[src/krc_pkg.sv]
package krc_pkg;

   localparam int KEY_SIZE_DEFAULT    = 95;
   localparam int LENGTH_BITS_DEFAULT = 12;
   localparam int PAYLOAD_LENGTH_W    = 12;
   localparam int ROT_STEP            = 13;
   localparam int RSP_FIFO_DEPTH      = 8;

   localparam logic [7:0] XOR_VALUE = 8'd28;

   typedef enum logic [1:0] {
      STATUS_CHAR       = 2'd0,
      STATUS_EMPTY      = 2'd1,
      STATUS_NOT_IN_KEY = 2'd2,
      STATUS_TOO_SHORT  = 2'd3
   } status_type;

   typedef struct packed {
      logic [7:0]                  data_byte;
      logic                        first_byte;
      logic                        last_byte;
      logic [PAYLOAD_LENGTH_W-1:0] payload_length;
   } req_type;

   typedef struct packed {
      logic [7:0] plain_char;
      status_type status;
      logic       last;
   } rsp_type;

endpackage

[src/krc_mod_reduce.sv]
module krc_mod_reduce
   import krc_pkg::*;
#(
   parameter int KEY_SIZE = KEY_SIZE_DEFAULT,
   parameter int IN_W     = 17
) (
   input  logic                        clock,
   input  logic                        load,
   input  logic [IN_W-1:0]             value,
   output logic [$clog2(KEY_SIZE)-1:0] remainder
);

   localparam int IW = $clog2(KEY_SIZE);
   // floor(2^IN_W / KEY_SIZE): quotient estimate is exact or one low
   localparam logic [IN_W-1:0] MULT = IN_W'((2 ** IN_W) / KEY_SIZE);

   logic [IN_W-1:0]   x_ff;
   logic [IN_W-1:0]   x2_ff;
   logic [IN_W-1:0]   q_ff;
   logic [IW-1:0]     rem_ff;
   logic [2*IN_W-1:0] prod;
   logic [IN_W-1:0]   qk;
   logic [IN_W-1:0]   rem_raw;
   logic [IN_W-1:0]   rem_in;

   assign prod    = (2*IN_W)'(x_ff) * (2*IN_W)'(MULT);
   assign qk      = IN_W'(q_ff * IN_W'(KEY_SIZE));
   assign rem_raw = x2_ff - qk;
   assign rem_in  = (rem_raw >= IN_W'(KEY_SIZE)) ? rem_raw - IN_W'(KEY_SIZE) : rem_raw;

   always_ff @(posedge clock) begin
      if (load) begin
         x_ff <= value;
      end
      q_ff   <= prod[2*IN_W-1:IN_W];
      x2_ff  <= x_ff;
      rem_ff <= rem_in[IW-1:0];
   end

   assign remainder = rem_ff;

endmodule

[src/krc_rsp_fifo.sv]
module krc_rsp_fifo
   import krc_pkg::*;
#(
   parameter int DEPTH = RSP_FIFO_DEPTH
) (
   input  logic                       clock,
   input  logic                       reset,
   input  logic                       push,
   input  rsp_type                    push_data,
   output logic                       pop_valid,
   input  logic                       pop_ready,
   output rsp_type                    pop_data,
   output logic [$clog2(DEPTH+1)-1:0] count
);

   localparam int PW = $clog2(DEPTH);
   localparam int CW = $clog2(DEPTH + 1);

   rsp_type        store [DEPTH];
   logic [PW-1:0]  wr_ptr_ff;
   logic [PW-1:0]  rd_ptr_ff;
   logic [CW-1:0]  count_ff;
   logic           pop;

   assign pop = pop_valid & pop_ready;

   always_ff @(posedge clock) begin
      if (push) begin
         store[wr_ptr_ff] <= push_data;
      end
   end

   always_ff @(posedge clock) begin
      if (reset) begin
         wr_ptr_ff <= '0;
         rd_ptr_ff <= '0;
         count_ff  <= '0;
      end else begin
         if (push) begin
            wr_ptr_ff <= (wr_ptr_ff == PW'(DEPTH - 1)) ? '0 : wr_ptr_ff + 1'b1;
         end
         if (pop) begin
            rd_ptr_ff <= (rd_ptr_ff == PW'(DEPTH - 1)) ? '0 : rd_ptr_ff + 1'b1;
         end
         if (push && !pop) begin
            count_ff <= count_ff + 1'b1;
         end else if (pop && !push) begin
            count_ff <= count_ff - 1'b1;
         end
      end
   end

   assign pop_valid = (count_ff != '0);
   assign pop_data  = store[rd_ptr_ff];
   assign count     = count_ff;

endmodule

[src/keyed_rotation_cipher_decode_unit.sv]
// Keyed rotation cipher decoder. One request per clock is accepted while the
// credit check passes: results in flight plus those held in the 8-entry
// response FIFO must stay below its depth, so with the response side ready
// the unit runs at one byte per cycle. A result goes through the three-stage
// pipeline (reverse map read, key table read, output format) and is written
// into the response FIFO as it leaves the third stage, and rsp_valid shows it
// from that write on. The header's rotation is reduced modulo KEY_SIZE by a
// registered reciprocal multiply that finishes before the first payload byte
// needs it. The per-character presence flags sit in flip-flops and clear in
// the cycle a first byte is taken, so there is no clearing pass after reset.
module keyed_rotation_cipher_decode_unit
   import krc_pkg::*;
#(
   parameter int KEY_SIZE    = KEY_SIZE_DEFAULT,
   parameter int LENGTH_BITS = LENGTH_BITS_DEFAULT
) (
   input  logic    clock,
   input  logic    reset,
   input  logic    req_valid,
   output logic    req_ready,
   input  req_type req_data,
   output logic    rsp_valid,
   input  logic    rsp_ready,
   output rsp_type rsp_data
);

   localparam int IW   = $clog2(KEY_SIZE);
   localparam int TW   = $clog2(3 * KEY_SIZE);
   localparam int CAP  = KEY_SIZE + 1 + 2 ** LENGTH_BITS;
   localparam int IDXW = $clog2(CAP + 1);
   localparam int RW   = LENGTH_BITS + 6;
   localparam int K13  = KEY_SIZE * ((ROT_STEP + KEY_SIZE - 1) / KEY_SIZE);
   localparam int XW   = $clog2(2 ** LENGTH_BITS + 256 + K13);
   localparam int S13  = ROT_STEP % KEY_SIZE;
   localparam int CW   = $clog2(RSP_FIFO_DEPTH + 1);

   // control state
   logic [IDXW-1:0]        idx_ff;
   logic [LENGTH_BITS-1:0] len_ff;
   logic                   aborted_ff;
   logic [RW-1:0]          raw_ff;
   logic [IW-1:0]          delta_ff;
   logic [255:0]           present_ff;

   logic [IDXW-1:0]        idx_in;
   logic [LENGTH_BITS-1:0] len_in;
   logic                   aborted_in;
   logic [RW-1:0]          raw_in;
   logic [IW-1:0]          delta_in;
   logic [255:0]           present_in;

   logic                   accept;
   logic                   first;
   logic                   last_req;
   logic [7:0]             c;
   logic [IDXW-1:0]        eff_idx;
   logic                   eff_abort;
   logic [RW-1:0]          eff_raw;
   logic                   act;
   logic                   in_key;
   logic                   in_hdr;
   logic                   in_body;
   logic                   body_fin;
   logic                   hit;
   logic                   rot_zero;
   logic                   key_we;
   logic                   map_we;
   logic                   hdr_load;
   logic                   body_step;
   logic [IW:0]            delta_sum;
   logic [XW-1:0]          hdr_x;
   logic [IW-1:0]          base;

   logic                   res_v;
   status_type             res_status;
   logic                   res_last;
   logic                   res_lookup;
   logic                   abort_set;

   // pipeline
   logic                   s1_v_ff, s2_v_ff, s3_v_ff;
   logic                   s1_kwe_ff, s2_kwe_ff;
   status_type             s1_status_ff, s2_status_ff, s3_status_ff;
   logic                   s1_last_ff, s2_last_ff, s3_last_ff;
   logic                   s1_lookup_ff, s2_lookup_ff, s3_lookup_ff;
   logic [7:0]             s1_c_ff, s2_c_ff, s3_c_ff;
   logic [IW-1:0]          s1_delta_ff, s2_delta_ff;
   logic [IW-1:0]          s1_kidx_ff, s2_kidx_ff;
   logic [IW-1:0]          map_rd_ff, s2_map_ff;
   logic [7:0]             key_rd_ff;
   logic [TW-1:0]          pos_sum;
   logic [IW-1:0]          pos;

   logic [IW-1:0]          reverse_map [256];
   logic [7:0]             key_table [KEY_SIZE];

   rsp_type                rsp_in;
   logic [CW-1:0]          fifo_count;
   logic [CW-1:0]          in_flight;

   assign accept   = req_valid & req_ready;
   assign first    = req_data.first_byte;
   assign last_req = req_data.last_byte;
   assign c        = req_data.data_byte ^ XOR_VALUE;

   // a first byte restarts the message before the byte itself is handled
   assign eff_idx   = first ? '0 : idx_ff;
   assign eff_abort = ~first & aborted_ff;
   assign eff_raw   = first ? '0 : raw_ff;
   assign len_in    = first ? LENGTH_BITS'(req_data.payload_length) : len_ff;
   assign hit       = ~first & present_ff[c];

   assign act      = accept & ~eff_abort;
   assign in_key   = eff_idx < IDXW'(KEY_SIZE);
   assign in_hdr   = eff_idx == IDXW'(KEY_SIZE);
   assign in_body  = ~in_key & ~in_hdr & (eff_idx < IDXW'(KEY_SIZE + 1) + IDXW'(len_in));
   assign body_fin = last_req | (eff_idx == IDXW'(KEY_SIZE) + IDXW'(len_in));
   assign rot_zero = eff_raw == '0;

   assign key_we    = act & in_key;
   assign map_we    = key_we & ~hit;
   assign hdr_load  = act & in_hdr & (len_in != '0) & ~last_req;
   assign body_step = act & in_body & (rot_zero | hit);

   // nonnegative stand-in for length + header - 13, same residue mod KEY_SIZE
   assign hdr_x = XW'(len_in) + XW'(c) + XW'(K13 - ROT_STEP);

   always_comb begin
      res_v      = 1'b0;
      res_status = STATUS_CHAR;
      res_last   = 1'b0;
      res_lookup = 1'b0;
      abort_set  = 1'b0;
      if (act) begin
         if (in_key) begin
            if (last_req) begin
               res_v      = 1'b1;
               res_status = STATUS_TOO_SHORT;
               res_last   = 1'b1;
               abort_set  = 1'b1;
            end
         end else if (in_hdr) begin
            if (len_in == '0 || last_req) begin
               res_v      = 1'b1;
               res_status = STATUS_EMPTY;
               res_last   = 1'b1;
               abort_set  = 1'b1;
            end
         end else if (in_body) begin
            res_v = 1'b1;
            if (rot_zero || hit) begin
               res_status = STATUS_CHAR;
               res_last   = body_fin;
               res_lookup = ~rot_zero;
               abort_set  = body_fin;
            end else begin
               res_status = STATUS_NOT_IN_KEY;
               res_last   = 1'b1;
               abort_set  = 1'b1;
            end
         end else begin
            abort_set = last_req;
         end
      end
   end

   assign delta_sum = (IW+1)'(delta_ff) + (IW+1)'(S13);

   always_comb begin
      idx_in = eff_idx;
      if (act && eff_idx < IDXW'(CAP)) begin
         idx_in = eff_idx + 1'b1;
      end
      aborted_in = eff_abort | abort_set;
      raw_in     = eff_raw;
      delta_in   = delta_ff;
      if (hdr_load) begin
         raw_in   = RW'(len_in) + RW'(c) - RW'(ROT_STEP);
         delta_in = '0;
      end else if (body_step) begin
         raw_in   = eff_raw - RW'(ROT_STEP);
         delta_in = (delta_sum >= (IW+1)'(KEY_SIZE)) ?
                    IW'(delta_sum - (IW+1)'(KEY_SIZE)) : IW'(delta_sum);
      end
      present_in = first ? '0 : present_ff;
      if (map_we) begin
         present_in = present_in | (256'(1) << c);
      end
   end

   always_ff @(posedge clock) begin
      if (reset) begin
         idx_ff     <= '0;
         len_ff     <= '0;
         aborted_ff <= 1'b0;
         raw_ff     <= '0;
         delta_ff   <= '0;
         present_ff <= '0;
      end else if (accept) begin
         idx_ff     <= idx_in;
         len_ff     <= len_in;
         aborted_ff <= aborted_in;
         raw_ff     <= raw_in;
         delta_ff   <= delta_in;
         present_ff <= present_in;
      end
   end

   krc_mod_reduce #(
      .KEY_SIZE (KEY_SIZE),
      .IN_W     (XW)
   ) u_mod_reduce (
      .clock     (clock),
      .load      (hdr_load),
      .value     (hdr_x),
      .remainder (base)
   );

   // reverse map: first key position of each character
   always_ff @(posedge clock) begin
      if (map_we) begin
         reverse_map[c] <= eff_idx[IW-1:0];
      end
      map_rd_ff <= reverse_map[c];
   end

   always_ff @(posedge clock) begin
      if (reset) begin
         s1_v_ff   <= 1'b0;
         s1_kwe_ff <= 1'b0;
         s2_v_ff   <= 1'b0;
         s2_kwe_ff <= 1'b0;
         s3_v_ff   <= 1'b0;
      end else begin
         s1_v_ff   <= res_v;
         s1_kwe_ff <= key_we;
         s2_v_ff   <= s1_v_ff;
         s2_kwe_ff <= s1_kwe_ff;
         s3_v_ff   <= s2_v_ff;
      end
   end

   always_ff @(posedge clock) begin
      s1_status_ff <= res_status;
      s1_last_ff   <= res_last;
      s1_lookup_ff <= res_lookup;
      s1_c_ff      <= c;
      s1_delta_ff  <= delta_ff;
      s1_kidx_ff   <= eff_idx[IW-1:0];

      s2_status_ff <= s1_status_ff;
      s2_last_ff   <= s1_last_ff;
      s2_lookup_ff <= s1_lookup_ff;
      s2_c_ff      <= s1_c_ff;
      s2_delta_ff  <= s1_delta_ff;
      s2_kidx_ff   <= s1_kidx_ff;
      s2_map_ff    <= map_rd_ff;

      s3_status_ff <= s2_status_ff;
      s3_last_ff   <= s2_last_ff;
      s3_lookup_ff <= s2_lookup_ff;
      s3_c_ff      <= s2_c_ff;
   end

   // (map + base - delta) mod KEY_SIZE, sum stays in (0, 3*KEY_SIZE)
   assign pos_sum = TW'(s2_map_ff) + TW'(base) + TW'(KEY_SIZE) - TW'(s2_delta_ff);

   always_comb begin
      if (pos_sum >= TW'(2 * KEY_SIZE)) begin
         pos = IW'(pos_sum - TW'(2 * KEY_SIZE));
      end else if (pos_sum >= TW'(KEY_SIZE)) begin
         pos = IW'(pos_sum - TW'(KEY_SIZE));
      end else begin
         pos = IW'(pos_sum);
      end
   end

   // key writes ride the pipeline so reads and writes keep request order
   always_ff @(posedge clock) begin
      if (s2_kwe_ff) begin
         key_table[s2_kidx_ff] <= s2_c_ff;
      end
      key_rd_ff <= key_table[pos];
   end

   always_comb begin
      rsp_in.status = s3_status_ff;
      rsp_in.last   = s3_last_ff;
      if (s3_status_ff != STATUS_CHAR) begin
         rsp_in.plain_char = '0;
      end else if (s3_lookup_ff) begin
         rsp_in.plain_char = key_rd_ff;
      end else begin
         rsp_in.plain_char = s3_c_ff;
      end
   end

   krc_rsp_fifo #(
      .DEPTH (RSP_FIFO_DEPTH)
   ) u_rsp_fifo (
      .clock     (clock),
      .reset     (reset),
      .push      (s3_v_ff),
      .push_data (rsp_in),
      .pop_valid (rsp_valid),
      .pop_ready (rsp_ready),
      .pop_data  (rsp_data),
      .count     (fifo_count)
   );

   // every result in the pipeline has a FIFO slot reserved
   assign in_flight = fifo_count + CW'(s1_v_ff) + CW'(s2_v_ff) + CW'(s3_v_ff);
   assign req_ready = in_flight < CW'(RSP_FIFO_DEPTH);

endmodule

[config.mk]
export PLATFORM = sky130hd
export DESIGN_NAME = keyed_rotation_cipher_decode_unit
export DESIGN_NICKNAME = d
export VERILOG_FILES = /design/src/krc_pkg.sv /design/src/krc_mod_reduce.sv /design/src/krc_rsp_fifo.sv /design/src/keyed_rotation_cipher_decode_unit.sv
export SDC_FILE = /design/constraint.sdc
export NUM_CORES = 2
export LEC_CHECK = 0
export BUFFER_PORTS_ARGS = -buffer_cell sky130_fd_sc_hd__buf_4
export CORE_MARGIN = 3
export CORE_UTILIZATION = 55
export DETAILED_ROUTE_END_ITERATION = 7
export HOLD_SLACK_MARGIN = 0.06
export PLACE_DENSITY = 0.73
export SKIP_CTS_REPAIR_TIMING = 1
export SYNTH_ARGS = -nofsm -noshare
export SYNTH_HDL_FRONTEND = slang
export SYNTH_HIERARCHICAL = 1
export SYNTH_SLANG_ARGS = --single-unit
[constraint.sdc]
create_clock -name clock -period 10.77 [get_ports clock]
set_clock_uncertainty 0.15 [all_clocks]
set_input_delay 0.5385 -clock clock [delete_from_list [all_inputs] [get_ports clock]]
set_output_delay 0.5385 -clock clock [all_outputs]
set_load 0.005 [all_outputs]
**Yosys cells after proc, flatten, opt, wreduce, memory -nomap -nowiden**

Memory sizes are Yosys's and may differ from the RTL's. A register that Yosys moved wholly into a read port is not among the register bits.
Index checks and enable logic that the tools add are counted.

- Register bits: 433
- Latch bits: 0
- Memory bits (writable): 2640
- Bits in read-only memories: 0
- Output and inout bits: 13
- Logic and storage cells: 173
- Memories kept: 3

Memory list:

| name | depth | bits a word | read ports | clocked after Yosys merged registers in | write ports | line | text |
|---|---|---|---|---|---|---|---|
| reverse_map | 256 | 7 | 1 | 1 | 1 | keyed_rotation_cipher_decode_unit.sv:94 | `logic [IW-1:0] reverse_map [256];` |
| key_table | 95 | 8 | 1 | 1 | 1 | keyed_rotation_cipher_decode_unit.sv:95 | `logic [7:0] key_table [KEY_SIZE];` |
| u_rsp_fifo.store | 8 | 11 | 1 | 1 | 1 | krc_rsp_fifo.sv:19 | `rsp_type store [DEPTH];` |

- $add $sub $neg: 24
- $mul: 2
- Divide/modulo/power cells: 0
- $lt $le $gt $ge: 9
- Equal/unequal tests: 4
- Shift-type cells: 1
- Multiplexer cells: 49
- Bitwise logic cells: 29
- Reduce and logical (&&, ||, !) cells: 17

Operators by type and width:

| operator | count |
|---|---|
| two-way mux 256 bit | 2 |
| bitwise OR 256 bit | 1 |
| left shift 1 x 8 -> 256 bit, first input constant | 1 |
| two-way mux 18 bit | 3 |
| two-way mux 7 bit | 6 |
| adder 12 x 8 -> 13 bit | 2 |
| adder 7 x 12 -> 13 bit, first input constant | 2 |
| two-way mux 13 bit | 2 |
| two-way mux 1 bit | 21 |
| subtractor 7 bit, second input constant | 3 |
| multiplier 13 x 6 -> 19 bit, second input constant | 1 |
| zero test 18 bit | 1 |
| subtractor 18 x 4 -> 18 bit, second input constant | 1 |
| two-way mux 8 bit | 2 |
| AND 1 bit | 14 |
| subtractor 13 x 4 -> 14 bit, second input constant | 1 |
| adder 13 x 1 -> 13 bit, second input constant | 1 |
| adder 13 x 7 -> 13 bit, second input constant | 1 |
| equality test 13 bit | 1 |
| equality test 13 x 7 -> 1 bit, second input constant | 1 |
| greater-or-equal comparator 13 x 7 -> 1 bit, second input constant | 1 |
| less-than comparator 13 bit | 1 |
| less-than comparator 13 bit, second input constant | 1 |
| less-than comparator 13 x 7 -> 1 bit, second input constant | 1 |
| other kinds (35) | 64 |

**Logic depth before layout (Yosys ltp)**

- Depth in word-level cells: 11
- Mapped depth: 24

**Hierarchy**

Netlist, hierarchy kept.

By module, submodules not included:

| module | times used | cells an instance | area an instance (um2) |
|---|---|---|---|
| keyed_rotation_cipher_decode_unit | 1 | 6532 | 117509.0 |
| krc_mod_reduce | 1 | 397 | 4172.8 |
| krc_rsp_fifo | 1 | 198 | 4013.8 |

**Worst setup path after synthesis**

OpenSTA, ideal clock, no wires.

- Kind: input -> register
- Start: input req_data[13] (netlist name)
- End: register raw_ff[14]
- Data arrival time: 11.141 ns
- Slack: -0.641 ns
- Stages: 17
- Cells stage by stage: clkbuf_1 buf_1 clkbuf_1 nor2b_1 ha_1 nor2b_1 o21a_1 o21a_1 o21a_1 o211ai_1 a21boi_0 o31a_1 or3_1 buf_2 nor3_1 a31oi_1 a211o_1

- Word-level cells in the longest chain between the ends: 9
- Elaborated cells on any way between the ends: 29

RTL lines:

| what | line | text |
|---|---|---|
| from (decl) | keyed_rotation_cipher_decode_unit.sv:21 | `input req_type req_data,` |
| two-way mux 13 bit (*) | keyed_rotation_cipher_decode_unit.sv:107 | `assign eff_idx = first ? '0 : idx_ff;` |
| named net eff_idx[1] | keyed_rotation_cipher_decode_unit.sv:56 | `logic [IDXW-1:0] eff_idx;` |
| less-than comparator 13 x 7 -> 1 bit / equality test 13 x 7 -> 1 bit (equally long branches) | keyed_rotation_cipher_decode_unit.sv:114, keyed_rotation_cipher_decode_unit.sv:115 |  |
| NOT 1 bit | keyed_rotation_cipher_decode_unit.sv:116 | `assign in_body = ~in_key & ~in_hdr & (eff_idx < IDXW'(KEY_SIZE + 1) + IDXW'(len_in));` |
| AND 1 bit (2 in series) | keyed_rotation_cipher_decode_unit.sv:116 |  |
| AND 1 bit (2 in series) | keyed_rotation_cipher_decode_unit.sv:123 | `assign body_step = act & in_body & (rot_zero \| hit);` |
| two-way mux 18 bit | keyed_rotation_cipher_decode_unit.sv:180 | `end else if (body_step) begin` |
| two-way mux 18 bit (*) | keyed_rotation_cipher_decode_unit.sv:177 | `if (hdr_load) begin` |
| to (signal assigned) | keyed_rotation_cipher_decode_unit.sv:203 | `raw_ff <= raw_in;` |
| to (decl) | keyed_rotation_cipher_decode_unit.sv:41 | `logic [RW-1:0] raw_ff;` |

Mark *: on every way through the listed nets, which the timed path passes. The rest lies on a longest branch.
A chain may end at the register's enable or synchronous reset.

**Worst setup path in the final report**

- Start: register u_mod_reduce.rem_ff[1] (netlist: u_mod_reduce/remainder[1])
- End: register key_rd_ff[5], read port of key_table

- Word-level cells in the longest chain between the ends: 6
- Elaborated cells on any way between the ends: 9

RTL lines:

| what | line | text |
|---|---|---|
| from (decl) | krc_mod_reduce.sv:20 | `logic [IW-1:0] rem_ff;` |
| from (signal assigned) | krc_mod_reduce.sv:37 | `rem_ff <= rem_in[IW-1:0];` |
| adder 7 x 7 -> 8 bit (*) | keyed_rotation_cipher_decode_unit.sv:266 | `assign pos_sum = TW'(s2_map_ff) + TW'(base) + TW'(KEY_SIZE) - TW'(s2_delta_ff);` |
| adder 8 x 7 -> 9 bit (*) | keyed_rotation_cipher_decode_unit.sv:266 |  |
| subtractor 9 x 7 -> 9 bit (*) | keyed_rotation_cipher_decode_unit.sv:266 |  |
| greater-or-equal comparator 9 x 7 -> 1 bit / subtractor 7 bit (equally long branches) | keyed_rotation_cipher_decode_unit.sv:271, keyed_rotation_cipher_decode_unit.sv:272 |  |
| two-way mux 7 bit | keyed_rotation_cipher_decode_unit.sv:271 | `end else if (pos_sum >= TW'(KEY_SIZE)) begin` |
| two-way mux 7 bit (*) | keyed_rotation_cipher_decode_unit.sv:269 | `if (pos_sum >= TW'(2 * KEY_SIZE)) begin` |
| to (decl) | keyed_rotation_cipher_decode_unit.sv:90 | `logic [7:0] key_rd_ff;` |

Mark *: on every way between the ends. The rest lies on a longest branch, timed or not.

==> out/results.tsv <==
stage	metric	value	unit
setup_path	crit-path leading delay family	simple AND/OR/NAND/NOR gates	
sta	Fmax	0.142	GHz
pwr	Logic pwr share	13.1	%
floorplan	initial core utilization	55.6	%
cells_and_area	Multi-input gate area	0.0351	mm²
pwr	overall power	27.6	mW
cells_and_area	sequential cell area	0.0885	mm²
sta	Final Max Slew Viols	0	
sta	slew margin rel.	2.60	%
global_route	antenna violations before repair	15	
flow_run	Max-Cap Viols	0	
floorplan	Die ar.	0.234	mm²
sta	final setup TNS	0	ns
placement	input/output buffers	38	
clock_tree	CTS buffer count	319	
pwr	Sw Share	24.9	%
drt	met2 WL	147000	µm
sta	endpoints failing hold	0	
cells_and_area	Area Growth Syn to Fin	11.1	%
drt	DR iter-0 viols	8892	
floorplan	Die Span X	484	µm
synthesis	area leader, netlist	edfxtp_1	
drt	First-pass DRT Iterations	6	
synthesis	Area contributors post-synth	edfxtp_1 (63%), mux4_2 (14%), dfxtp_1 (7.0%)	
floorplan	Die Span Y	484	µm
sta	Final min period	7.05	ns
setup_path	crit-path cells	inv_1 -> fa_1 -> inv_1 -> ha_1 -> ha_1 -> fa_1 -> and2_1 -> and3_1 -> a211oi_1 -> o21ai_1 -> nand4_1 -> nand2_8 -> buf_12 -> mux4_2 -> o311ai_0 -> nor3_1 -> or4_1	
placement	gpl congestion	0.874	
synthesis	Mapped Cells	7127	
synthesis	synth warn	6	
sta	RSZ-0062 raised after global routing	false	
synthesis	Mapped Nets	7377	
clock_tree	Sink Count	3091	
cells_and_area	share of cells above drive strength 1	20.5	%
synthesis	post-synthesis cell type count	93	
global_route	vias in the first global route	67500	
pwr	leakage	46.4	nW
drt	max layer used	met5	
clock_tree	worst skew pair latency	0.95	ns
drt	Vias/cell	6.54	
setup_path	Crit Path Max Fanout	69	
global_route	Total Routing Usage GR	26.4	%
pwr	PD cells	197	mW/mm²
setup_path	Crit Path Class	reg2reg	
worst_hold_path	HP Class	in2reg	
drt	Vias	68400	
synthesis	Synth Cell Area	0.126	mm²
synthesis	Synth Register Bits	3091	
drt	Antenna Nets Post-Route	0	
sta	Final Setup Violations	0	
floorplan	FP Rows	174	
setup_path	CP arrival	7.74	ns
drt	M1 WL	116000	µm
pwr	Peak VDD IR	0.213	mV
drt	met3 WL	34800	µm
pwr	P_sw	6.87	mW
floorplan	CORE AREA	0.226	mm²
synthesis	area fraction of the dominant cell type after synthesis	63.4	%
drt	wire per inst	29.7	µm
setup_path	Crit-path slowest cell	nand2_8	
setup_path	critical path endpoint category	register	
sta	period utilization	65.4	%
synthesis	sequential share of the synthesized area	70.4	%
synthesis	ys flop type	edfxtp_1	
floorplan	number of I/O pins	39	
synthesis	post-synthesis async set-or-reset flop share	0	%
global_route	GR Overflow Total	0	
setup_path	slowest stage delay, CP	0.78	ns
synthesis	Post-synth EDFFs	2653	
clock_tree	root buf cell	clkbuf_16	
global_route	global-route wire length before repair	459000	µm
drt	total wire length	310000	µm
pwr	Pint	20.7	mW
clock_tree	H-tree levels	5	
status	outcome	completed	
clock_tree	CTS tree	yes	
synthesis	Avg Cell Area, Syn	17.6	µm²
clock_tree	CTS max path bufs	4	
setup_path	crit start category	register	
pwr	Clock Power Share	39.3	%
sta	slew of the pin with the lowest slew margin	1.46	ns
setup_path	Worst Path Required	11.47	ns
placement	HPWL after DPL	189000	µm
global_route	largest net degree at the start of global routing	200	
clock_tree	Clk pin slew, worst setup/hold paths	0.06	ns
drt	Post-route DRC	0	
cells_and_area	fin nets	7464	
sta	final hold slack	0.0484	ns
cells_and_area	Filler Cells Inserted	15400	
setup_path	Worst Path Buf+Inv	3	
pwr	sequential share of power	47.6	%
layout by cell type (no fill, tap or decap), types with 24 or more instances in the layout:
cell,instances
o21ai_0,50
nor2_1,746
inv_1,180
clkinv_1,37
xor2_1,26
buf_4,135
clkbuf_1,71
a21oi_1,307
xnor2_1,51
a22oi_1,46
nand3_1,84
ha_1,166
a31oi_1,50
mux2i_1,86
dfxtp_1,430
clkbuf_8,33
edfxtp_1,2653
nor3_1,78
bufinv_16,25
nor2b_1,27
clkinv_2,49
a211oi_1,32
mux2_2,24
mux4_2,792
nand4_1,35
clkbuf_16,328
o211ai_1,52
fa_1,58
nand2_1,322
worst register-to-register path, stage by stage, from the launching register on:
cell,delay (ns)
dfxtp_1,0.31
inv_1,0.06
fa_1,0.53
inv_1,0.04
ha_1,0.17
ha_1,0.23
fa_1,0.76
and2_1,0.26
and3_1,0.21
a211oi_1,0.09
o21ai_1,0.55
nand4_1,0.51
nand2_8,0.78
buf_12,0.49
mux4_2,0.61
o311ai_0,0.59
nor3_1,0.11
or4_1,0.54
layer usage:
layer	up-vias	GRT usage [%]
met5	-	0
met4	12	9.19
met3	685	6.45
met2	4102	41.2
met1	35200	36.8
li1	28400	-
layout make-up:
| class | instances | share of cell area [%] |
|---|---|---|
| multi-input cells | 3452 | 25.1 |
| diodes | 7 | 0.0125 |
| clock inverters | 129 | 0.933 |
| flip-flops and latches | 3091 | 63.3 |
| inverters | 187 | 0.524 |
| repair buffers | 163 | 1.01 |
| well taps | 2992 | 2.68 |
| clock buffers | 432 | 6.39 |
synthesized netlist by cell type, types with 18 or more instances:
library cell / number
xor2_1: 28
clkbuf_1: 219
mux4_2: 792
o21a_1: 18
a31oi_1: 51
mux2_2: 24
nor2_1: 749
fa_1: 58
nor2b_1: 31
nor3_1: 81
nand3_1: 88
nand4_1: 35
buf_2: 78
edfxtp_1: 2653
a22oi_1: 47
o21ai_0: 50
buf_4: 18
mux4_1: 22
nand2_1: 326
o211ai_1: 52
and3_1: 23
buf_1: 75
nor3_2: 20
mux2i_1: 86
xnor2_1: 54
or3_1: 25
a211oi_1: 34
inv_1: 184
a21oi_1: 307
dfxtp_1: 438
ha_1: 166
cell families after synthesis:
family	Yosys count	synth area share, %
DFF	3091	70.4
and+or+nand+nor	1476	5.17
muxes	926	15.6
AOI/OAI and AO/OA	744	3.83
buffers and inverters	584	1.92
adders and majority gates	224	2.58
xor gates and xnor gates	82	0.571
power by group through the flow:
stage | sequential [mW] | clock (mW) | combinational [mW]
2_1_floorplan | 13.3 | 0 | 2.36
3_3_place_gp | 13.4 | 0 | 3.48
3_5_place_dp | 13.4 | 0 | 3.54
4_1_cts | 13.1 | 10.9 | 3.56
5_1_grt | 13.1 | 11.4 | 3.79
6_report | 13.1 | 10.8 | 3.61
worst paths after layout:
kind / start / to / slack [ns] / cells after the start
setup / recovery: u_mod_reduce/remainder[1] / key_rd_ff[5] / 3.72 / 17
hold / removal: req_data[5] / len_ff[5] / 0.05 / 4
setup reg to reg: u_mod_reduce/remainder[1] / key_rd_ff[5] / 3.72 / 17
hold reg to reg: s2_status_ff[1] / s3_status_ff[1] / 0.16 / 0
stage by stage:
stage | instance area, µm² | worst slack [ns] | cells | utilization [%]
3_5_place_dp | 129000 | 3.53 | 9873 | 57.2
5_1_grt | 140000 | 3.25 | 10400 | 61.8
2_1_floorplan | 126000 | 0.395 | 7127 | -
4_1_cts | 140000 | 3.71 | 10400 | 61.8
6_report | 140000 | 3.72 | 10500 | 61.8
3_3_place_gp | 129000 | 3.39 | 9872 | 57.2
sequential cells by signal, indices dropped and copies added (netlist names), 8 cells and up, named ones only:
signal	flops
key_rd_ff	8
key_table	760
s2_c_ff	8
reverse_map	1792
s1_c_ff	8
len_ff	12
idx_ff	13
raw_ff	18
u_rsp_fifo/store	88
u_mod_reduce/x_ff	13
s3_c_ff	8
present_ff	256
u_mod_reduce/x2_ff	13
(Power assumes the default switching activity.)
